===== src/hdl/lcs_pkg.sv =====
// ----------------------------------------------------------------------------
// lcs_pkg
// Shared constants, item types and controller/datapath command structs for
// the LCS row score engine.
// ----------------------------------------------------------------------------
package lcs_pkg;

   // Capacities of the symbol stores
   localparam int MAX_FIRST  = 32;
   localparam int MAX_SECOND = 64;

   // Derived widths
   localparam int SYM_W        = 8;
   localparam int FIRST_IDX_W  = $clog2(MAX_FIRST);
   localparam int FIRST_CNT_W  = $clog2(MAX_FIRST + 1);
   localparam int SECOND_IDX_W = $clog2(MAX_SECOND);
   localparam int SECOND_CNT_W = $clog2(MAX_SECOND + 1);
   localparam int LCS_W        = SECOND_CNT_W;
   localparam int SCORE_DEPTH  = MAX_FIRST + 1;

   // Fixed field and register widths
   localparam int SCORE_W      = 8;
   localparam int ROW_INDEX_W  = 6;
   localparam int FIRST_LEN_W  = 6;
   localparam int SECOND_LEN_W = 7;
   localparam int CSR_ADDR_W   = 4;
   localparam int CSR_DATA_W   = 32;

   // Request codes
   typedef enum logic [1:0] {
      REQ_LOAD_FIRST  = 2'd0,
      REQ_LOAD_SECOND = 2'd1,
      REQ_START       = 2'd2
   } req_code_type;

   // Register indexes (byte address / 4)
   typedef enum logic [1:0] {
      REG_FIRST_LENGTH  = 2'd0,
      REG_SECOND_LENGTH = 2'd1,
      REG_DIRECTION     = 2'd2
   } reg_index_type;

   // Input item
   typedef struct packed {
      logic [1:0]       req_type;
      logic [SYM_W-1:0] symbol;
   } req_item_type;

   // Result item
   typedef struct packed {
      logic [ROW_INDEX_W-1:0] row_index;
      logic [SCORE_W-1:0]     score;
      logic                   last;
   } rsp_item_type;

   // Clamped pass settings
   typedef struct packed {
      logic [FIRST_CNT_W-1:0]  n1;
      logic [SECOND_CNT_W-1:0] n2;
      logic                    backward;
   } pass_cfg_type;

   // Controller to datapath
   typedef struct packed {
      logic load_first;
      logic load_second;
      logic pass_init;
      logic row_start;
      logic cell_rd;
      logic cell_wr;
      logic row_end;
      logic out_rd;
      logic out_load;
      logic pass_done;
   } lcs_cmd_type;

   // Datapath to controller
   typedef struct packed {
      logic cell_last;
      logic row_last;
      logic out_last;
      logic out_free;
   } lcs_status_type;

endpackage


===== src/hdl/lcs_ctrl.sv =====
// ----------------------------------------------------------------------------
// lcs_ctrl
// Sequencer for the LCS row score engine: takes load and start items, walks
// rows and cells of the score table, then drains the stored scores.
// ----------------------------------------------------------------------------
module lcs_ctrl
   import lcs_pkg::*;
(
   input  logic           clock,
   input  logic           reset,
   input  logic           req_valid,
   output logic           req_stall,
   input  logic [1:0]     req_type,
   input  lcs_status_type status,
   output lcs_cmd_type    cmd
);

   typedef enum logic [6:0] {
      S_IDLE     = 7'b000_0001,
      S_ROW      = 7'b000_0010,
      S_CELL_RD  = 7'b000_0100,
      S_CELL_WR  = 7'b000_1000,
      S_ROW_END  = 7'b001_0000,
      S_OUT_RD   = 7'b010_0000,
      S_OUT_LOAD = 7'b100_0000
   } ctrl_state_type;

   ctrl_state_type state_ff;
   ctrl_state_type state_in;

   // Next state and commands
   always_comb begin
      state_in  = state_ff;
      cmd       = '0;
      req_stall = (state_ff != S_IDLE);
      unique case (state_ff)
         S_IDLE: begin
            if (req_valid) begin
               unique case (req_type)
                  REQ_LOAD_FIRST:  cmd.load_first  = 1'b1;
                  REQ_LOAD_SECOND: cmd.load_second = 1'b1;
                  REQ_START: begin
                     cmd.pass_init = 1'b1;
                     state_in      = S_ROW;
                  end
                  default: ; // unknown request, dropped
               endcase
            end
         end
         S_ROW: begin
            cmd.row_start = 1'b1;
            state_in      = S_CELL_RD;
         end
         S_CELL_RD: begin
            cmd.cell_rd = 1'b1;
            state_in    = S_CELL_WR;
         end
         S_CELL_WR: begin
            cmd.cell_wr = 1'b1;
            state_in    = status.cell_last ? S_ROW_END : S_CELL_RD;
         end
         S_ROW_END: begin
            cmd.row_end = 1'b1;
            state_in    = status.row_last ? S_OUT_RD : S_ROW;
         end
         S_OUT_RD: begin
            cmd.out_rd = 1'b1;
            state_in   = S_OUT_LOAD;
         end
         S_OUT_LOAD: begin
            if (status.out_free) begin
               cmd.out_load = 1'b1;
               if (status.out_last) begin
                  cmd.pass_done = 1'b1;
                  state_in      = S_IDLE;
               end else begin
                  state_in = S_OUT_RD;
               end
            end
         end
         default: state_in = S_IDLE;
      endcase
   end

   // State register
   always_ff @(posedge clock) begin
      if (reset) begin
         state_ff <= S_IDLE;
      end else begin
         state_ff <= state_in;
      end
   end

   // Every cell update follows its read cycle
   assert property (@(posedge clock) disable iff (reset)
      cmd.cell_wr |-> $past(cmd.cell_rd))
      else $error("cell update without preceding read");

   // A row closes only right after its last cell
   assert property (@(posedge clock) disable iff (reset)
      cmd.row_end |-> $past(cmd.cell_wr && status.cell_last))
      else $error("row end without last cell");

   // Input reopens right after the final result is loaded
   assert property (@(posedge clock) disable iff (reset)
      (cmd.out_load && status.out_last) |=> !req_stall)
      else $error("input not reopened after pass");

endmodule


===== src/hdl/lcs_dp.sv =====
// ----------------------------------------------------------------------------
// lcs_dp
// Datapath for the LCS row score engine: symbol stores, one row buffer,
// score store with valid bits, row/cell/output counters and output register.
// ----------------------------------------------------------------------------
module lcs_dp
   import lcs_pkg::*;
(
   input  logic           clock,
   input  logic           reset,
   input  lcs_cmd_type    cmd,
   input  pass_cfg_type   cfg,
   input  req_item_type   req_data,
   output lcs_status_type status,
   output logic           rsp_valid,
   input  logic           rsp_stall,
   output rsp_item_type   rsp_data
);

   // Storage
   logic [SYM_W-1:0]   first_mem_ff  [MAX_FIRST];
   logic [SYM_W-1:0]   second_mem_ff [MAX_SECOND];
   logic [LCS_W-1:0]   row_mem_ff    [MAX_SECOND];
   logic [SCORE_W-1:0] score_mem_ff  [SCORE_DEPTH];
   logic [SCORE_DEPTH-1:0] score_vld_ff;

   // Counters and pointers
   logic [FIRST_CNT_W-1:0]  first_fill_ff;
   logic [SECOND_CNT_W-1:0] second_fill_ff;
   logic [FIRST_CNT_W-1:0]  row_ff;
   logic [SECOND_IDX_W-1:0] cell_ff;
   logic [FIRST_CNT_W-1:0]  out_ff;
   logic                    first_row_ff;

   // Cell datapath registers
   logic [SYM_W-1:0]   a_sym_ff;
   logic [SYM_W-1:0]   b_sym_ff;
   logic [LCS_W-1:0]   prev_rd_ff;
   logic [LCS_W-1:0]   left_ff;
   logic [LCS_W-1:0]   diag_ff;
   logic [SCORE_W-1:0] q_rd_ff;
   logic               q_vld_ff;

   // Output register
   logic         rsp_valid_ff;
   rsp_item_type rsp_data_ff;

   // Combinational helpers
   logic [FIRST_CNT_W-1:0]  first_pos;
   logic [SECOND_CNT_W-1:0] second_pos;
   logic [FIRST_CNT_W-1:0]  out_pos;
   logic [FIRST_CNT_W-1:0]  score_ra;
   logic                    score_re;
   logic [FIRST_CNT_W-1:0]  score_wa;
   logic [SCORE_W-1:0]      score_wd;
   logic                    score_we;
   logic [LCS_W-1:0]        prev_val;
   logic [LCS_W-1:0]        cell_val;
   logic [SCORE_W-1:0]      q_value;
   logic [SCORE_W:0]        back_sum;
   logic                    load_first_ok;
   logic                    load_second_ok;

   // Positions: forward walks up, backward walks down from the end
   assign first_pos  = cfg.backward ? (cfg.n1 - FIRST_CNT_W'(1) - row_ff) : row_ff;
   assign second_pos = cfg.backward ? (cfg.n2 - SECOND_CNT_W'(1) - {1'b0, cell_ff})
                                    : {1'b0, cell_ff};
   assign out_pos    = cfg.backward ? (cfg.n1 - out_ff) : out_ff;

   assign load_first_ok  = cmd.load_first  && (int'(first_fill_ff)  < MAX_FIRST);
   assign load_second_ok = cmd.load_second && (int'(second_fill_ff) < MAX_SECOND);

   // Status to controller
   assign status.cell_last = (({1'b0, cell_ff} + SECOND_CNT_W'(1)) == cfg.n2);
   assign status.row_last  = ((row_ff + FIRST_CNT_W'(1)) == cfg.n1);
   assign status.out_last  = (out_ff == cfg.n1);
   assign status.out_free  = !rsp_valid_ff || !rsp_stall;

   // Load pointers
   always_ff @(posedge clock) begin
      if (reset) begin
         first_fill_ff  <= '0;
         second_fill_ff <= '0;
      end else if (cmd.pass_done) begin
         first_fill_ff  <= '0;
         second_fill_ff <= '0;
      end else begin
         if (load_first_ok)  first_fill_ff  <= first_fill_ff + FIRST_CNT_W'(1);
         if (load_second_ok) second_fill_ff <= second_fill_ff + SECOND_CNT_W'(1);
      end
   end

   // Symbol stores, read registered
   always_ff @(posedge clock) begin
      if (load_first_ok) first_mem_ff[first_fill_ff[FIRST_IDX_W-1:0]] <= req_data.symbol;
      if (cmd.row_start) a_sym_ff <= first_mem_ff[first_pos[FIRST_IDX_W-1:0]];
   end

   always_ff @(posedge clock) begin
      if (load_second_ok) begin
         second_mem_ff[second_fill_ff[SECOND_IDX_W-1:0]] <= req_data.symbol;
      end
      if (cmd.cell_rd) b_sym_ff <= second_mem_ff[second_pos[SECOND_IDX_W-1:0]];
   end

   // Row/cell/output counters
   always_ff @(posedge clock) begin
      if (reset) begin
         row_ff       <= '0;
         cell_ff      <= '0;
         out_ff       <= '0;
         first_row_ff <= 1'b0;
      end else begin
         if (cmd.pass_init) begin
            row_ff       <= '0;
            out_ff       <= '0;
            first_row_ff <= 1'b1;
         end
         if (cmd.row_end) begin
            row_ff       <= row_ff + FIRST_CNT_W'(1);
            first_row_ff <= 1'b0;
         end
         if (cmd.row_start) cell_ff <= '0;
         if (cmd.cell_wr)   cell_ff <= cell_ff + SECOND_IDX_W'(1);
         if (cmd.out_load)  out_ff  <= out_ff + FIRST_CNT_W'(1);
      end
   end

   // Cell update: match takes diagonal + 1, else the larger neighbor
   assign prev_val = first_row_ff ? '0 : prev_rd_ff;
   assign cell_val = (a_sym_ff == b_sym_ff) ? (diag_ff + LCS_W'(1))
                   : ((left_ff > prev_val) ? left_ff : prev_val);

   // Row buffer holds the previous row; overwritten in place
   always_ff @(posedge clock) begin
      if (cmd.cell_rd) prev_rd_ff <= row_mem_ff[cell_ff];
      if (cmd.cell_wr) row_mem_ff[cell_ff] <= cell_val;
   end

   always_ff @(posedge clock) begin
      if (cmd.row_start) begin
         left_ff <= '0;
         diag_ff <= '0;
      end else if (cmd.cell_wr) begin
         left_ff <= cell_val;
         diag_ff <= prev_val;
      end
   end

   // Score store access
   assign q_value  = q_vld_ff ? q_rd_ff : '0;
   assign back_sum = {1'b0, q_value} + (SCORE_W + 1)'(left_ff);
   assign score_re = cmd.row_start || cmd.out_rd;
   assign score_ra = cmd.out_rd ? out_pos : first_pos;

   always_comb begin
      score_we = 1'b0;
      score_wa = first_pos;
      score_wd = '0;
      if (cmd.pass_init && !cfg.backward) begin
         score_we = 1'b1;
         score_wa = '0;
      end else if (cmd.row_end) begin
         score_we = 1'b1;
         if (cfg.backward) begin
            score_wa = first_pos;
            score_wd = back_sum[SCORE_W] ? '1 : back_sum[SCORE_W-1:0];
         end else begin
            score_wa = row_ff + FIRST_CNT_W'(1);
            score_wd = SCORE_W'(left_ff);
         end
      end
   end

   always_ff @(posedge clock) begin
      if (score_we) score_mem_ff[score_wa] <= score_wd;
      if (score_re) q_rd_ff <= score_mem_ff[score_ra];
   end

   // Valid bits: an unwritten score reads as zero
   always_ff @(posedge clock) begin
      if (reset) begin
         score_vld_ff <= '0;
         q_vld_ff     <= 1'b0;
      end else begin
         if (score_we) score_vld_ff[score_wa] <= 1'b1;
         if (score_re) q_vld_ff <= score_vld_ff[score_ra];
      end
   end

   // Output register
   always_ff @(posedge clock) begin
      if (reset) begin
         rsp_valid_ff <= 1'b0;
      end else if (cmd.out_load) begin
         rsp_valid_ff <= 1'b1;
      end else if (!rsp_stall) begin
         rsp_valid_ff <= 1'b0;
      end
   end

   always_ff @(posedge clock) begin
      if (cmd.out_load) begin
         rsp_data_ff.row_index <= ROW_INDEX_W'(out_pos);
         rsp_data_ff.score     <= q_value;
         rsp_data_ff.last      <= status.out_last;
      end
   end

   assign rsp_valid = rsp_valid_ff;
   assign rsp_data  = rsp_data_ff;

   // A waiting result is never overwritten
   assert property (@(posedge clock) disable iff (reset)
      cmd.out_load |-> (!rsp_valid_ff || !rsp_stall))
      else $error("result overwritten while stalled");

   // Load pointer never passes capacity
   assert property (@(posedge clock) disable iff (reset)
      int'(first_fill_ff) <= MAX_FIRST && int'(second_fill_ff) <= MAX_SECOND)
      else $error("load pointer beyond capacity");

endmodule


===== src/hdl/lcs_row_score_engine_top.sv =====
// ----------------------------------------------------------------------------
// lcs_row_score_engine_top
// LCS row score engine: loads two byte strings; a start item runs the two-row
// LCS length table and emits the prefix score row, or adds suffix scores to it.
//
//   channel | direction | handshake           | payload
//   req     | in        | req_valid/req_stall | req_item_type (req_type, symbol)
//   rsp     | out       | rsp_valid/rsp_stall | rsp_item_type (row_index, score, last)
//   csr     | in        | APB psel/penable    | first_length, second_length, direction
//
// Load items are taken one per cycle while no pass runs. A start item walks
// each row cell by cell, a read state then a write state per cell on the
// single row buffer, then loads each score into the output register; result
// side stalls lengthen the pass. The input is stalled for the whole pass,
// from start until the last result is loaded into the output register. Reset
// is synchronous; it sets both lengths to one and clears the direction, load pointers and score valid bits.
// ----------------------------------------------------------------------------
module lcs_row_score_engine_top
   import lcs_pkg::*;
(
   input  logic                  clock,
   input  logic                  reset,
   // Input channel
   input  logic                  req_valid,
   output logic                  req_stall,
   input  req_item_type          req_data,
   // Result channel
   output logic                  rsp_valid,
   input  logic                  rsp_stall,
   output rsp_item_type          rsp_data,
   // Configuration port
   input  logic                  csr_psel,
   input  logic                  csr_penable,
   input  logic                  csr_pwrite,
   input  logic [CSR_ADDR_W-1:0] csr_paddr,
   input  logic [CSR_DATA_W-1:0] csr_pwdata,
   output logic [CSR_DATA_W-1:0] csr_prdata,
   output logic                  csr_pready
);

   logic [FIRST_LEN_W-1:0]  first_length_ff;
   logic [SECOND_LEN_W-1:0] second_length_ff;
   logic                    direction_ff;
   logic                    csr_wr;
   logic [1:0]              csr_idx;
   pass_cfg_type            cfg;
   lcs_cmd_type             cmd;
   lcs_status_type          status;

   // Register write decode
   assign csr_pready = 1'b1;
   assign csr_wr     = csr_psel && csr_penable && csr_pwrite;
   assign csr_idx    = csr_paddr[CSR_ADDR_W-1:2];

   always_ff @(posedge clock) begin
      if (reset) begin
         first_length_ff  <= FIRST_LEN_W'(1);
         second_length_ff <= SECOND_LEN_W'(1);
         direction_ff     <= 1'b0;
      end else if (csr_wr) begin
         unique case (csr_idx)
            REG_FIRST_LENGTH:  first_length_ff  <= csr_pwdata[FIRST_LEN_W-1:0];
            REG_SECOND_LENGTH: second_length_ff <= csr_pwdata[SECOND_LEN_W-1:0];
            REG_DIRECTION:     direction_ff     <= csr_pwdata[0];
            default: ; // no register here
         endcase
      end
   end

   // Register read
   always_comb begin
      unique case (csr_idx)
         REG_FIRST_LENGTH:  csr_prdata = CSR_DATA_W'(first_length_ff);
         REG_SECOND_LENGTH: csr_prdata = CSR_DATA_W'(second_length_ff);
         REG_DIRECTION:     csr_prdata = CSR_DATA_W'(direction_ff);
         default:           csr_prdata = '0;
      endcase
   end

   // Clamp lengths: zero counts as one, above capacity counts as capacity
   always_comb begin
      if (first_length_ff == '0) begin
         cfg.n1 = FIRST_CNT_W'(1);
      end else if (int'(first_length_ff) > MAX_FIRST) begin
         cfg.n1 = FIRST_CNT_W'(MAX_FIRST);
      end else begin
         cfg.n1 = FIRST_CNT_W'(first_length_ff);
      end
      if (second_length_ff == '0) begin
         cfg.n2 = SECOND_CNT_W'(1);
      end else if (int'(second_length_ff) > MAX_SECOND) begin
         cfg.n2 = SECOND_CNT_W'(MAX_SECOND);
      end else begin
         cfg.n2 = SECOND_CNT_W'(second_length_ff);
      end
      cfg.backward = direction_ff;
   end

   lcs_ctrl u_ctrl (
      .clock     (clock),
      .reset     (reset),
      .req_valid (req_valid),
      .req_stall (req_stall),
      .req_type  (req_data.req_type),
      .status    (status),
      .cmd       (cmd)
   );

   lcs_dp u_dp (
      .clock     (clock),
      .reset     (reset),
      .cmd       (cmd),
      .cfg       (cfg),
      .req_data  (req_data),
      .status    (status),
      .rsp_valid (rsp_valid),
      .rsp_stall (rsp_stall),
      .rsp_data  (rsp_data)
   );

endmodule


===== config.mk =====
export PLATFORM = sky130hd
export DESIGN_NAME = lcs_row_score_engine_top
export DESIGN_NICKNAME = d
export VERILOG_FILES = /design/src/hdl/lcs_pkg.sv /design/src/hdl/lcs_ctrl.sv /design/src/hdl/lcs_dp.sv /design/src/hdl/lcs_row_score_engine_top.sv
export SDC_FILE = /design/constraint.sdc
export NUM_CORES = 2
export LEC_CHECK = 0
export BUFFER_PORTS_ARGS = -buffer_cell sky130_fd_sc_hd__buf_2
export CAP_MARGIN = 20
export CELL_PAD_IN_SITES_DETAIL_PLACEMENT = 1
export CELL_PAD_IN_SITES_GLOBAL_PLACEMENT = 1
export CORE_MARGIN = 2
export CORE_UTILIZATION = 48
export DETAILED_ROUTE_END_ITERATION = 16
export PLACE_DENSITY = 0.86
export SYNTH_ARGS = -nofsm -noshare
export SYNTH_HDL_FRONTEND = slang
export SYNTH_SLANG_ARGS = --single-unit

===== constraint.sdc =====
create_clock -name clock -period 4.3 [get_ports clock]
set_clock_uncertainty 0.15 [all_clocks]
set_input_delay 0 -clock clock [delete_from_list [all_inputs] [get_ports clock]]
set_output_delay 0 -clock clock [all_outputs]
set_load 0.01 [all_outputs]

; Word-level counts from Yosys, hierarchy flattened
; Memory sizes are Yosys's and may differ from the RTL's. A register that Yosys moved wholly into a read port is not among the register bits.
; Index checks and enable logic that the tools add are counted.
[totals]
register_bits = 117
mem_bits_rw = 1480
input_bits = 53
output_inout_bits = 50
memories = 4
[mem_list]
columns = memory, words, width, read_ports, rd_clocked_by_memory_dff, wr, line
row1 = u_dp.second_mem_ff, 64, 8, 1, 1, 1, lcs_dp.sv:22  ; logic [SYM_W-1:0] second_mem_ff [MAX_SECOND];
row2 = u_dp.row_mem_ff, 64, 7, 1, 1, 1, lcs_dp.sv:23  ; logic [LCS_W-1:0] row_mem_ff [MAX_SECOND];
row3 = u_dp.score_mem_ff, 33, 8, 1, 1, 1, lcs_dp.sv:24  ; logic [SCORE_W-1:0] score_mem_ff [SCORE_DEPTH];
row4 = u_dp.first_mem_ff, 32, 8, 1, 1, 1, lcs_dp.sv:21  ; logic [SYM_W-1:0] first_mem_ff [MAX_FIRST];
[classes]
add_sub_neg = 13
magnitude_cmp = 8
eq_ne = 20
mux = 61
bitwise = 1
n_reduce_logical = 24
[ops]
columns = cell, count
row1 = $mux 6, 16
row2 = $mux 7, 8
row3 = $pmux 7 s7, 1
row4 = $mux 8, 5
row5 = $or 33x33->33, 1
row6 = $add 6x1->6 const B, 4
row7 = $mux 1, 23
row8 = $pmux 7 s3, 1
row9 = $sub 6x6->6, 3
row10 = $add 7x1->7 const B, 2
row11 = $lt 6x7->1 const B, 2
row12 = $eq 6x6->1, 2
row13 = $sub 6x1->6 const B, 2
row14 = $add 8x7->9, 1
row15 = $eq 8x8->1, 1
row16 = $add 6x1->7 const B, 1
row17 = $eq 7x1->1 const B, 1
row18 = $eq 7x2->1 const B, 1
row19 = $eq 7x3->1 const B, 1
row20 = $eq 7x4->1 const B, 1
row21 = $eq 7x5->1 const B, 1
row22 = $eq 7x6->1 const B, 1
row23 = $eq 7x7->1, 1
row24 = $eq 7x7->1 const B, 1
row25 = other kinds (26), 46

; Longest topological paths before layout
[logic_depth]
ltp_word = 14
ltp_mapped = 16
ltp_nobuf = 14

; By module
; A second synthesis with hierarchy kept.
[unflattened]
cells_unflattened = 4841
area_unflattened_um2 = 67369.6
[modules_own_cells]
columns = module, n_inst, cells_each, area_per_inst_um2
row1 = lcs_dp, 1, 4671, 65927.0
row2 = lcs_row_score_engine_top, 1, 120, 1017.2
row3 = lcs_ctrl, 1, 50, 425.4

; Worst setup path before layout
; Ideal clock, no wire load.
[synth_timing]
kind = reg-to-reg
from = reg u_dp.first_row_ff
to = mem u_dp.row_mem_ff[0][6] (netlist bit) (data pin)
arrival_ps = 3852
t_required_ps = 3594
setup_slack_ps = -258
path_stages_with_launch = 10
synth_period_minus_slack_ps = 4558
path_cell_list = dfxtp_1 nand2b_1 ha_1 a21oi_1 nor2b_1 o21ai_0 o21ai_0 o22ai_1 mux2_2 a21oi_1
[synth_via]
elab_chain_len = 4
[synth_rtl]
columns = item, line
row1 = start: declaration, lcs_dp.sv:33  ; logic first_row_ff;
row2 = start signal: assignment, lcs_dp.sv:112  ; first_row_ff <= 1'b0;
row3 = start signal: assignment, lcs_dp.sv:117  ; first_row_ff <= 1'b1;
row4 = start signal: assignment, lcs_dp.sv:121  ; first_row_ff <= 1'b0;
row5 = $mux 7 *, lcs_dp.sv:130  ; assign prev_val = first_row_ff ? '0 : prev_rd_ff;
row6 = $gt 7x7->1, lcs_dp.sv:132  ; : ((left_ff > prev_val) ? left_ff : prev_val);
row7 = $mux 7 *, lcs_dp.sv:132
row8 = $mux 7 *, lcs_dp.sv:131  ; assign cell_val = (a_sym_ff == b_sym_ff) ? (diag_ff + LCS_W'(1))
row9 = net u_dp.cell_val[6], lcs_dp.sv:58  ; logic [LCS_W-1:0] cell_val;
row10 = end: declaration, lcs_dp.sv:23
; The timed path passes the listed nets; every way through them passes the cells marked *.

; Worst setup path after layout
[layout_timing]
from = reg first_length_ff[4]
to = reg u_dp.q_vld_ff
[layout_via]
elab_chain_len = 9
elab_cells_between_ends = 12
[layout_rtl]
columns = item, line
row1 = start: declaration, lcs_row_score_engine_top.sv:41  ; logic [FIRST_LEN_W-1:0] first_length_ff;
row2 = start signal: assignment, lcs_row_score_engine_top.sv:62  ; REG_FIRST_LENGTH: first_length_ff <= csr_pwdata[FIRST_LEN_W-1:0];
row3 = $gt 6x6->1, lcs_row_score_engine_top.sv:84  ; end else if (int'(first_length_ff) > MAX_FIRST) begin
row4 = $mux 6, lcs_row_score_engine_top.sv:84
row5 = $mux 6 *, lcs_row_score_engine_top.sv:82  ; if (first_length_ff == '0) begin
row6 = $sub 6x1->6, lcs_dp.sv:65  ; assign first_pos = cfg.backward ? (cfg.n1 - FIRST_CNT_W'(1) - row_ff) : row_ff;
row7 = $sub 6x6->6, lcs_dp.sv:65
row8 = $mux 6, lcs_dp.sv:65
row9 = $mux 6 *, lcs_dp.sv:154  ; assign score_ra = cmd.out_rd ? out_pos : first_pos;
row10 = $bmux 1 s6 *, lcs_dp.sv:187  ; if (score_re) q_vld_ff <= score_vld_ff[score_ra];
row11 = $mux 1 (not written as such) *, lcs_dp.sv:187
row12 = end signal: assignment, lcs_dp.sv:187
row13 = end: declaration, lcs_dp.sv:42  ; logic q_vld_ff;
; Mark *: on every way between the ends. The rest lies on a longest branch, timed or not. The select of a mux whose other input is x is not followed.
; A chain may end at the register's enable or synchronous reset.

==> key figures <==
Run status
  • Run status: complete, but fails checks
  • Failing checks: setup timing

Detailed routing
  • Met3 wire length: approximately 19000 um
  • DRT antenna net count: 0
  • Routed wire length: 206000 um
  • Residual DRC: 0
  • DRT iter0 DRCs: 5765
  • WL/cell: 31.6 um
  • Met2 wire length: 102000 um
  • Top routing layer in use: met5
  • Via/cell ratio: 6.58
  • Drt first pass iters: 6
  • DRT met1 WL: about 75000 um
  • DR vias: 42900

Floorplan
  • Num rows: 135
  • Starting Density: 48.5%
  • DIE WIDTH: 374 um
  • Core area: 136000 um^2
  • DIE HEIGHT: roughly 370 um
  • I/O Pins: 103
  • Die area: 140000 um^2

Place
  • PortBufs: 49
  • Placement Cell Area: 70200 um^2
  • Hpwl dp: approximately 120000 um
  • Gp weighted congestion: between 0.8 and 0.9

Logic synthesis
  • Post-synthesis sequential element count: 1628
  • Netlist cell types: 93
  • Mapped Cells: 4261
  • Yosys warns: 0
  • Synth top area share: between 60% and 70%
  • EDFF count, synth: 1526
  • Top cells by count, synth: edfxtp_1 (1526), nand2_1 (482), nor2_1 (272)
  • Post-Syn Area per Cell: 15.4 um^2
  • Synth Cell Area: 65800 um^2
  • Synth Flop Type: edfxtp_1
  • Register area share after synthesis: between 70% and 80%
  • Most common cell in the netlist: edfxtp_1
  • Top post-synthesis cells by area: edfxtp_1 (70%), mux4_2 (4.7%), dfxtp_1 (3.1%)
  • Ys async rst share: 0%
  • Cell accounting for the most synthesized area: edfxtp_1

STA
  • Slew HR: 19.4%
  • Fmax: 227 MHz
  • Final hold vios: 0
  • Fin crit share: 102%
  • Worst-Margin Slew: 1200 ps
  • Setup TNS: -102 ps
  • Unrepaired setup endpoints after global routing: true
  • Tmin final: 4400 ps
  • Post-route setup slack: -102 ps
  • Setup violations, final: 1
  • Slew Viols, Final: 0

Clock tree
  • Inserted Clock Buffers: 165
  • CTS tree: built
  • Clock sinks: 1628
  • Clk slew on worst S/H paths: 70 ps
  • Clk root buf: clkbuf_16
  • Clock latency on the worst-skew pair: around 800 ps
  • Maximum root-to-sink buffer count: 3
  • H-tree Lvls: 4

Cells and area
  • Final nets: 4691
  • Post-Layout Inst Area: 76400 um^2
  • Area growth syn-to-layout: 16.1%
  • Layout cells sized above 1: 19.0%

Setup path
  • Critical path startpoint category: register
  • Crit path kind: register to register
  • CP startpoint: first_length_ff[4]
  • Critical-path cell list: nor4_2 > nor2_1 > nor2_2 > ha_1 > fa_1 > xor2_1 > mux2_2 > mux2_8 > buf_12 > mux2i_1 > a211oi_1 > nor4_1 > a31oi_1
  • Reg2reg start: first_length_ff[4]
  • Crit path DAT: between 4000 and 5000 ps
  • Worst path bufs/invs: 1
  • Slowest cell on crit path: nor4_1
  • Crit Path Max Fanout: 17
  • R2R Setup Slk: -100 ps
  • WP data required: roughly 4800 ps
  • Delay-heaviest family, CP: multiplexers
  • Crit-path max cell delay: 550 ps
  • Setup crit end kind: register

Flow run
  • Max-cap violations: 0

GRT
  • First-pass GRT wire length: 303000 um
  • Initial antenna violation count: 6
  • Grt ovf: 0
  • Vias in the first global route: 45100
  • Total track usage: slightly below 30%
  • Largest net degree at the start of global routing: 101

Pwr
  • Lkg Pwr: ~0.026 uW
  • Max VDD drop: ~360 uV
  • Power per cell area: 429 nW/um^2

Worst hold path
  • Hold wc startpoint: rsp_stall
  • Worst min-delay path class: primary input to register
==> cell families (layout without fill, tap and decap cells) <==
family          after synthesis  after routing  synth area share [%]
buf+inv                     326            773                  2.18
simple gates               1209           1209                  8.61
compound gates              741            741                  8.31
fa+ha+maj                    42             42                 0.844
other cells                   2             29                0.0114
xor+xnor                     56             56                 0.757
flops                      1628           1628                  72.7
mux                         257            258                  6.55
==> worst register-to-register path, stage by stage (launching register included) <==
cell      delay (ps)
dfxtp_1          380
nor4_2            50
nor2_1           150
nor2_2            80
ha_1             220
fa_1             470
xor2_1           300
mux2_2           400
mux2_8           400
buf_12           200
mux2i_1          420
a211oi_1         180
nor4_1           550
a31oi_1          280
==> registers in the layout, indices dropped and copies added (netlist names), 8 cells and up <==
signal and count:
u_dp.second_mem_ff 512, u_dp.row_mem_ff 448, u_dp.score_mem_ff 264, u_dp.first_mem_ff 256
u_dp.score_vld_ff 33, u_dp.rsp_data 15, u_dp.a_sym_ff 8, u_dp.b_sym_ff 8
u_dp.q_rd_ff 8
==> timing repair <==
action / 4_1_cts / 5_1_grt
pin swaps: 0 / 1
resized for setup: 4 / 20
cloned: 0 / 1
endpoints found under the setup margin: 31 / 99
buffers inserted: 2 / 6
hold endpoints to repair: 846 / 16
hold buffers: 37 / 2
==> where the power goes <==
part	total [uW]	leakage (uW)	internal, uW	switching (uW)
Sequential	17400	0.0152	17300	45.3
Combinational	821	0.00803	222	599
Clock	14500	0.00262	8210	6330
==> metrics by stage <==
step	instances	util, %	worst slack (ps)	power, uW	hold slack (ps)
floorplan	4285	-	45.5	18000	-51.1
global placement	6152	51.7	173	18400	106
detailed placement	6152	51.7	-70.5	18400	127
CTS	6495	56.0	-37.5	32700	1.96
global route	6514	56.2	-51.1	33400	57.5
finish	6517	56.2	-102	32700	73.1
==> layout make-up <==
class | instances | area [um^2]
clock buffer | 212 | 4380
inverter | 44 | 165
multi-input combinational | 2332 | 17000
antenna | 3 | 7.51
tap | 1781 | 2230
sequential | 1628 | 47900
clock inverter | 92 | 1000
timing repair buffer | 425 | 3720
fill | 12700 | 59400
==> path summary, 6_finish.rpt <==
path,cells past startpoint,endpoint
max reg2reg,13,u_dp.q_vld_ff
min,4,u_dp.rsp_valid
min reg2reg,1,u_dp.score_vld_ff[16]
max,13,u_dp.q_vld_ff
==> layer usage <==
metal / up-vias / global-route usage [%]
met3: 716 / 5.48
li1: 17300 / -
met1: 22000 / 36.7
met2: 2877 / 48.8
met4: 6 / 12.5
met5: - / 0
==> cell usage in the layout (no fill, tap or decap), types with 45 or more instances in the layout <==
cell type	n
a211oi_1	65
clkbuf_16	167
mux4_2	136
buf_4	298
nand3_1	136
a311oi_1	63
a22o_1	45
and3_1	67
a21oi_1	119
nand2_1	480
a22oi_1	163
edfxtp_1	1526
nor2_1	269
mux2i_1	89
nor2b_1	55
a31oi_1	68
dfxtp_1	101
No activity file was read; power rests on OpenSTA's default activity.
